$ cat config.mk
export PLATFORM = sky130hd
export DESIGN_NAME = balanced_bracket_skipper_unit
export DESIGN_NICKNAME = d
export VERILOG_FILES = /design/src/design/bbs_pkg.sv /design/src/design/bbs_csr.sv /design/src/design/bbs_scan.sv /design/src/design/balanced_bracket_skipper_unit.sv
export SDC_FILE = /design/constraint.sdc
export NUM_CORES = 1
export LEC_CHECK = 0
export BUFFER_PORTS_ARGS = -buffer_cell sky130_fd_sc_hd__buf_4
export CORE_MARGIN = 2
export CORE_UTILIZATION = 60
export DETAILED_ROUTE_END_ITERATION = 10
export PLACE_DENSITY = 0.85
export SLEW_MARGIN = 0
export SYNTH_ARGS = -nofsm -noshare
export SYNTH_HDL_FRONTEND = slang
export SYNTH_SLANG_ARGS = --single-unit
export TNS_END_PERCENT = 5
$ cat constraint.sdc
create_clock -name clock -period 9 [get_ports clock]
set_clock_uncertainty 0.2 [all_clocks]
set_input_delay 0.45 -clock clock [delete_from_list [all_inputs] [get_ports clock]]
set_output_delay 0.45 -clock clock [all_outputs]
set_load 0.02 [all_outputs]
$ cat src/design/bbs_pkg.sv
// Package for the balanced bracket skipper: widths, character codes, status
// and quote codes, register map and the structs shared between its modules.
// No dependencies.
`default_nettype none

package bbs_pkg;

   localparam int CH_W       = 8;
   localparam int DEPTH_W    = 8;
   localparam int LINE_W     = 20;
   localparam int CSR_ADDR_W = 4;
   localparam int CSR_DATA_W = 32;
   localparam int REQ_DATA_W = 8;
   localparam int RSP_DATA_W = 56;

   localparam logic [CH_W-1:0] CH_SQUOTE = 8'h27;
   localparam logic [CH_W-1:0] CH_DQUOTE = 8'h22;
   localparam logic [CH_W-1:0] CH_BSLASH = 8'h5C;
   localparam logic [CH_W-1:0] CH_NL     = 8'h0A;
   localparam logic [CH_W-1:0] CH_NUL    = 8'h00;

   localparam logic [DEPTH_W-1:0] DEPTH_CAP  = 8'd255;
   localparam logic [LINE_W-1:0]  LINE_MAX   = 20'hFFFFF;
   localparam logic [LINE_W-1:0]  LINE_RESET = 20'd1;
   localparam logic [CH_W-1:0]    OPEN_RESET  = 8'd40;
   localparam logic [CH_W-1:0]    CLOSE_RESET = 8'd41;

   typedef enum logic [2:0] {
      ST_NOT_BLOCK  = 3'd0,
      ST_SCAN       = 3'd1,
      ST_CLOSED     = 3'd2,
      ST_NO_CLOSER  = 3'd3,
      ST_OPEN_QUOTE = 3'd4,
      ST_OVERFLOW   = 3'd5
   } status_type;

   typedef enum logic [1:0] {
      QK_NONE   = 2'd0,
      QK_SINGLE = 2'd1,
      QK_DOUBLE = 2'd2
   } quote_type;

   typedef enum logic [1:0] {
      REG_OPEN  = 2'd0,
      REG_CLOSE = 2'd1,
      REG_START = 2'd2
   } reg_index_type;

   typedef struct packed {
      logic [CH_W-1:0]   open_char;
      logic [CH_W-1:0]   close_char;
      logic [LINE_W-1:0] start_line;
      logic              line_load;
   } cfg_type;

   // status sits in the low bits when packed into tdata
   typedef struct packed {
      logic [LINE_W-1:0]  quote_line;
      logic [LINE_W-1:0]  line;
      quote_type          quote_mode;
      logic [DEPTH_W-1:0] depth;
      status_type         status;
   } result_type;

endpackage

`default_nettype wire

$ cat src/design/bbs_csr.sv
// Configuration registers of the bracket skipper behind an APB-style port.
// Depends on bbs_pkg.
`default_nettype none

module bbs_csr (
   input  wire logic                           clock,
   input  wire logic                           reset,
   input  wire logic                           csr_psel,
   input  wire logic                           csr_penable,
   input  wire logic                           csr_pwrite,
   input  wire logic [bbs_pkg::CSR_ADDR_W-1:0] csr_paddr,
   input  wire logic [bbs_pkg::CSR_DATA_W-1:0] csr_pwdata,
   output logic      [bbs_pkg::CSR_DATA_W-1:0] csr_prdata,
   output logic                                csr_pready,
   output bbs_pkg::cfg_type                    cfg
);
   import bbs_pkg::*;

   logic [CH_W-1:0]   open_ff;
   logic [CH_W-1:0]   close_ff;
   logic [LINE_W-1:0] start_ff;
   logic              wr_en;
   reg_index_type     index;

   assign csr_pready = 1'b1;
   assign wr_en      = csr_psel && csr_penable && csr_pwrite && csr_pready;
   assign index      = reg_index_type'(csr_paddr[3:2]);

   always_ff @(posedge clock) begin
      if (reset) begin
         open_ff  <= OPEN_RESET;
         close_ff <= CLOSE_RESET;
         start_ff <= LINE_RESET;
      end else if (wr_en) begin
         case (index)
            REG_OPEN:  open_ff  <= csr_pwdata[CH_W-1:0];
            REG_CLOSE: close_ff <= csr_pwdata[CH_W-1:0];
            REG_START: start_ff <= csr_pwdata[LINE_W-1:0];
            default: ;
         endcase
      end
   end

   always_comb begin
      case (index)
         REG_OPEN:  csr_prdata = {{(CSR_DATA_W-CH_W){1'b0}}, open_ff};
         REG_CLOSE: csr_prdata = {{(CSR_DATA_W-CH_W){1'b0}}, close_ff};
         REG_START: csr_prdata = {{(CSR_DATA_W-LINE_W){1'b0}}, start_ff};
         default:   csr_prdata = '0;
      endcase
   end

   // a start_line write also loads the line counter
   assign cfg.open_char  = open_ff;
   assign cfg.close_char = close_ff;
   assign cfg.start_line = csr_pwdata[LINE_W-1:0];
   assign cfg.line_load  = wr_en && (index == REG_START);

endmodule

`default_nettype wire

$ cat src/design/bbs_scan.sv
// Scanner state and the one-character step: nesting depth, quote mode,
// escape, line counter and quote line. Depends on bbs_pkg.
`default_nettype none

module bbs_scan (
   input  wire logic                     clock,
   input  wire logic                     reset,
   input  wire logic                     step,
   input  wire logic [bbs_pkg::CH_W-1:0] ch,
   input  wire bbs_pkg::cfg_type         cfg,
   output bbs_pkg::result_type           result
);
   import bbs_pkg::*;

   logic               scanning_ff, scanning_in;
   quote_type          quote_ff, quote_in;
   logic               escape_ff, escape_in;
   logic [DEPTH_W-1:0] depth_ff, depth_in;
   logic [LINE_W-1:0]  line_ff, line_in;
   logic [LINE_W-1:0]  qline_ff, qline_in;
   status_type         status;
   logic [CH_W-1:0]    closer;

   assign closer = (quote_ff == QK_SINGLE) ? CH_SQUOTE : CH_DQUOTE;

   always_comb begin
      scanning_in = scanning_ff;
      quote_in    = quote_ff;
      escape_in   = escape_ff;
      depth_in    = depth_ff;
      line_in     = line_ff;
      qline_in    = qline_ff;
      status      = ST_SCAN;
      if (!scanning_ff) begin
         if (ch == cfg.open_char) begin
            scanning_in = 1'b1;
            depth_in    = '0;
            quote_in    = QK_NONE;
            escape_in   = 1'b0;
         end else begin
            status = ST_NOT_BLOCK;
         end
      end else if (quote_ff != QK_NONE) begin
         if (escape_ff) begin
            escape_in = 1'b0;
            if (ch == CH_NUL) begin
               scanning_in = 1'b0;
               status      = ST_OPEN_QUOTE;
            end
         end else if (ch == CH_BSLASH) begin
            escape_in = 1'b1;
         end else if (ch == closer) begin
            quote_in = QK_NONE;
         end else if (ch == CH_NUL) begin
            scanning_in = 1'b0;
            status      = ST_OPEN_QUOTE;
         end
      end else begin
         if (ch == CH_SQUOTE || ch == CH_DQUOTE) begin
            quote_in  = (ch == CH_SQUOTE) ? QK_SINGLE : QK_DOUBLE;
            qline_in  = line_ff;
            escape_in = 1'b0;
         end else if (ch == cfg.open_char) begin
            if (depth_ff >= DEPTH_CAP) begin
               depth_in = DEPTH_CAP;
               status   = ST_OVERFLOW;
            end else begin
               depth_in = depth_ff + 8'd1;
            end
         end else if (ch == cfg.close_char) begin
            if (depth_ff == '0) begin
               scanning_in = 1'b0;
               status      = ST_CLOSED;
            end else begin
               depth_in = depth_ff - 8'd1;
            end
         end else if (ch == CH_NUL) begin
            scanning_in = 1'b0;
            status      = ST_NO_CLOSER;
         end else if (ch == CH_NL && line_ff < LINE_MAX) begin
            line_in = line_ff + 20'd1;
         end
      end
   end

   always_ff @(posedge clock) begin
      if (reset) begin
         scanning_ff <= 1'b0;
         quote_ff    <= QK_NONE;
         escape_ff   <= 1'b0;
         depth_ff    <= '0;
         qline_ff    <= '0;
      end else if (step) begin
         scanning_ff <= scanning_in;
         quote_ff    <= quote_in;
         escape_ff   <= escape_in;
         depth_ff    <= depth_in;
         qline_ff    <= qline_in;
      end
   end

   always_ff @(posedge clock) begin
      if (reset) begin
         line_ff <= LINE_RESET;
      end else if (cfg.line_load) begin
         line_ff <= cfg.start_line;
      end else if (step) begin
         line_ff <= line_in;
      end
   end

   assign result.status     = status;
   assign result.depth      = depth_in;
   assign result.quote_mode = quote_in;
   assign result.line       = line_in;
   assign result.quote_line = qline_in;

   a_escape_in_quote: assert property (@(posedge clock) disable iff (reset)
      escape_ff |-> (quote_ff != QK_NONE))
      else $error("escape pending outside quotes");

   a_idle_holds: assert property (@(posedge clock) disable iff (reset)
      (step && !scanning_ff && ch != cfg.open_char) |=>
         ($stable(depth_ff) && $stable(quote_ff) && !scanning_ff))
      else $error("idle character changed scanner state");

   a_end_stops: assert property (@(posedge clock) disable iff (reset)
      (step && (status == ST_CLOSED || status == ST_NO_CLOSER ||
                status == ST_OPEN_QUOTE)) |=> !scanning_ff)
      else $error("block end did not stop scanning");

endmodule

`default_nettype wire

$ cat src/design/balanced_bracket_skipper_unit.sv
// Balanced bracket skipper: takes one source character per request and skips
// one bracketed block, tracking nesting, quotes, escapes and line numbers; one
// result per request. Requests flow at one per cycle unless back pressure holds
// them: each character goes from an input register through the scanner step into
// a result register, and the scanner state updates as the character passes; back
// pressure on the result side only stalls once both registers are full.
// Depends on bbs_pkg, bbs_csr and bbs_scan.
`default_nettype none

module balanced_bracket_skipper_unit (
   input  wire logic                           clock,
   input  wire logic                           reset,
   input  wire logic                           req_tvalid,
   output logic                                req_tready,
   input  wire logic [bbs_pkg::REQ_DATA_W-1:0] req_tdata,  // [7:0] ch
   output logic                                rsp_tvalid,
   input  wire logic                           rsp_tready,
   // [2:0] status, [10:3] depth, [12:11] quote_mode, [32:13] line,
   // [52:33] quote_line, [55:53] zero
   output logic      [bbs_pkg::RSP_DATA_W-1:0] rsp_tdata,
   input  wire logic                           csr_psel,
   input  wire logic                           csr_penable,
   input  wire logic                           csr_pwrite,
   input  wire logic [bbs_pkg::CSR_ADDR_W-1:0] csr_paddr,
   input  wire logic [bbs_pkg::CSR_DATA_W-1:0] csr_pwdata,
   output logic      [bbs_pkg::CSR_DATA_W-1:0] csr_prdata,
   output logic                                csr_pready
);
   import bbs_pkg::*;

   cfg_type         cfg;
   result_type      result;
   logic            in_valid_ff, in_valid_in;
   logic [CH_W-1:0] in_ch_ff;
   logic            out_valid_ff, out_valid_in;
   result_type      out_data_ff;
   logic            move;
   logic            take;

   bbs_csr u_csr (
      .clock       (clock),
      .reset       (reset),
      .csr_psel    (csr_psel),
      .csr_penable (csr_penable),
      .csr_pwrite  (csr_pwrite),
      .csr_paddr   (csr_paddr),
      .csr_pwdata  (csr_pwdata),
      .csr_prdata  (csr_prdata),
      .csr_pready  (csr_pready),
      .cfg         (cfg)
   );

   bbs_scan u_scan (
      .clock  (clock),
      .reset  (reset),
      .step   (move),
      .ch     (in_ch_ff),
      .cfg    (cfg),
      .result (result)
   );

   assign move       = in_valid_ff && (!out_valid_ff || rsp_tready);
   assign req_tready = !in_valid_ff || move;
   assign take       = req_tvalid && req_tready;

   assign in_valid_in  = take || (in_valid_ff && !move);
   assign out_valid_in = move || (out_valid_ff && !rsp_tready);

   always_ff @(posedge clock) begin
      if (reset) begin
         in_valid_ff  <= 1'b0;
         out_valid_ff <= 1'b0;
      end else begin
         in_valid_ff  <= in_valid_in;
         out_valid_ff <= out_valid_in;
      end
   end

   always_ff @(posedge clock) begin
      if (take) begin
         in_ch_ff <= req_tdata[CH_W-1:0];
      end
      if (move) begin
         out_data_ff <= result;
      end
   end

   assign rsp_tvalid = out_valid_ff;
   assign rsp_tdata  = {{(RSP_DATA_W-$bits(result_type)){1'b0}}, out_data_ff};

endmodule

`default_nettype wire
==> run_results.csv <==
group,metric,value,unit
placement,placed_cell_area,8490,sq um
floorplan,coreArea,12600,sq um
clocking,cts_resized,0,
global_route,grt_overflow,0,
floorplan,start_util,61.4,%
drt,viasPerCell,5.97,
setup_path,slowest_stage,"inv_2",
power,p_comb_share,6.7,%
synthesis,synth-seq-cells,151,
placement,gp_congestion,0.944,
setup_path,critPathMaxFanout,45,
power,intPower,0.00123,W
drt,drt-met1-wl,8.45,mm
clocking,cts_buffer_depth,2,
sta,tightest_slew,1.04,ns
synthesis,yosysWarningCount,0,
floorplan,die_h,117,microns
sta,hold_viol_final,0,
final_layout,final_cell_mix,"nand2_1, buf_4, dfxtp_1, a21oi_1, nor2_1",
global_route,grt_pass1_wl,32.3,mm
drt,top_layer,"met4",
clocking,cts-root-buf,"clkbuf_16",
placement,port_buffers,111,
synthesis,yosysUniqueCellTypes,67,
power,p_sw,0.000352,W
power,power_leakage,3.40,nW
clocking,clock-sinks,151,
setup_path,arrival,3.25,ns
placement,dpl.hpwl,12.8,mm
drt,wl_met3,2.03,mm
drt,met2RoutedLength,8.55,mm
power,p_seq_share,46.7,%
drt,vias,6880,
power,vdd_drop_max,0.120,mV
drt,drcViolationCount,0,
power,swShare,22.2,%
final_layout,antenna_cells,0,
final_layout,area_delta_synth_final,19.1,%
floorplan,dieArea,13800,sq um
synthesis,synthFlopType,"dfxtp_1",
sta,finalMaxSlewViolations,0,
sta,timing.fmax,314,MHz
drt,drt_iter0_drc,694,
global_route,antenna_found_initial,0,
clocking,cts_buffers,17,
synthesis,synthCells,893,
synthesis,synth-edff-count,61,
hold_path,worstHoldPathType,"in2reg",
synthesis,syn-cell-area,7710,sq um
final_layout,nets,1021,
drt,wl,19.4,mm
sta,rsz0062_at_grt,"no",
global_route,grt_max_degree,96,
final_layout,layout_commonest_cell,"nand2_1",
synthesis,netlist_top_cells_area,"edfxtp_1, dfxtp_1, nand2_1",
synthesis,yosysTopAreaCell,"edfxtp_1",
power,power_density,172,nW/um^2
synthesis,synth_top_area_share,23.7,%
setup_path,path_cells,"nor2b_1, nand2b_1, buf_4, inv_2, buf_4, nand2_1, nand2_1, a21oi_1",
sta,relSlewSlack,30.8,%
sta,setup_tns,0,ns
clocking,htreeDepth,4,
clocking,cts_setup_buffers,0,
clocking,cts_tree,"yes",
setup_path,criticalPathCategory,"reg2reg",
synthesis,async_flop_share,0,%
synthesis,synth_seq_area_share,47.1,%
sta,fin_crit_sh,35.3,%
floorplan,rows,41,
setup_path,startpoint_type,"register",
clocking,clk_pin_slew_worst_paths,0.06,ns
setup_path,end_kind,"register",
global_route,grt_pass1_vias,6394,
drt,wl_per_cell,16.9,microns
run,drv_cap,0,
clocking,clk_latency,0.43,ns
status,outcome,"finished clean",
synthesis,synth_area_per_cell,8.64,sq um
power,p_clk_share,46.6,%
drt,drtPass1Iterations,5,
global_route,gr-usage-all-layers,29.1,%
final_layout,drive_gt1_share,16.4,%
drt,ant_nets,0,
floorplan,die-width,117,microns
final_layout,final_area,9190,sq um
floorplan,ios,142,
sta,finalCriticalPeriod,3.18,ns
setup_path,critPathMaxStageDelay,0.64,ns
sta,setup_viol,0,
setup_path,worst_ep_required_time,9.07,ns
==> power by group through the flow <==
| stage | logic (W) | registers (W) | clock network [W] |
|---|---|---|---|
| finish | 0.000106 | 0.000739 | 0.000737 |
| global route | 0.000114 | 0.000741 | 0.000772 |
| CTS | 0.000106 | 0.000739 | 0.000742 |
| detailed placement | 0.000102 | 0.000753 | 0 |
| global placement | 0.000101 | 0.000753 | 0 |
| floorplan | 0.0000595 | 0.000760 | 0 |
==> metal layers <==
layer  global-route usage (%)  vias up
met5                        0        -
met4                     11.7        0
met3                     7.10       33
met2                     42.4      389
met1                     41.7     3189
li1                         -     3269
==> worst max-delay path, delay by kind of cell (launching register included) <==
kind	cells	cell delay, ns
buffers and inverters	3	1.32
AND/OR/NAND/NOR	4	1.08
flip-flops	1	0.31
AO/OA/AOI/OAI	1	0.08
==> cell type report <==
class / instances / area (sq um)
clock buffer: 24 / 493
fill: 927 / 3380
inverter: 8 / 30.0
tap: 172 / 215
sequential: 151 / 3630
multi-input combinational: 663 / 3730
clock inverter: 8 / 119
timing repair buffer: 126 / 966
==> logic make-up (layout without fill, tap and decap cells) <==
group,count (synthesis),in the layout,synth area share (%)
flip-flops,151,151,47.1
buffers and inverters,93,166,5.45
XOR/XNOR,36,36,4.09
other,2,16,0.0973
adder cells (fa/ha/maj),3,3,0.487
AND/OR/NAND/NOR,411,411,25.3
multiplexers,19,19,2.51
AO/OA/AOI/OAI,178,178,15.0
==> sequential cells by signal, indices dropped and copies added (netlist names) <==
name	flops
u_scan.escape_ff	1
in_ch_ff	8
rsp_tdata	53
u_scan.scanning_ff	1
u_scan.depth_ff	8
u_scan.quote_ff	2
rsp_tvalid	1
u_csr.start_ff	20
in_valid_ff	1
u_csr.open_ff	8
u_scan.line_ff	20
u_csr.close_ff	8
u_scan.qline_ff	20
==> cells in the mapped netlist (4+ instances only) <==
cell type	n
nand2_1	200
nand2b_1	4
and2_1	19
a311oi_1	6
nor2b_1	6
inv_1	7
nand3_1	39
o22ai_1	6
nor2_1	62
nor3_1	18
a21oi_1	65
or3_1	8
xor2_1	30
clkbuf_1	58
a31oi_1	7
a21o_1	4
nand3b_1	4
o31ai_1	8
nand4_1	17
a21boi_0	12
edfxtp_1	61
or4_1	11
nor4_4	4
buf_1	4
dfxtp_1	90
a221oi_1	5
o221ai_1	9
buf_4	17
xnor2_1	6
nor4_1	5
mux2i_1	16
buf_2	6
o21ai_0	28
==> through the flow <==
stage / util [%] / setup slack, ns / total power, W / cells / hold slack, ns
final: 73.1 / 5.82 / 0.00158 / 1152 / 0.0420
after CTS: 73.1 / 5.82 / 0.00159 / 1152 / 0.0329
after global placement: 67.6 / 5.78 / 0.000854 / 1112 / 0.237
after detailed placement: 67.6 / 5.68 / 0.000856 / 1112 / 0.243
after floorplan: - / 5.43 / 0.000819 / 907 / 0.232
after global routing: 73.1 / 5.54 / 0.00163 / 1152 / 0.0443
==> path summary, 6_finish.rpt <==
| check | cells past startpoint | slack (ns) | end | from |
|---|---|---|---|---|
| worst max register to register | 8 | 5.82 | u_scan.qline_ff[12] | rsp_tvalid |
| worst max-delay path | 8 | 5.82 | u_scan.qline_ff[12] | rsp_tvalid |
| worst min-delay path | 3 | 0.04 | in_valid_ff | req_tvalid |
| worst min register to register | 2 | 0.25 | u_csr.start_ff[16] | u_csr.start_ff[16] |
==> what timing repair did <==
item                                   4_1_cts  5_1_grt
endpoints found under the hold margin        8        0
setup endpoints to repair                    0        0
hold buffers                                 8        0
Note: power is estimated with default switching activity, not from simulation.
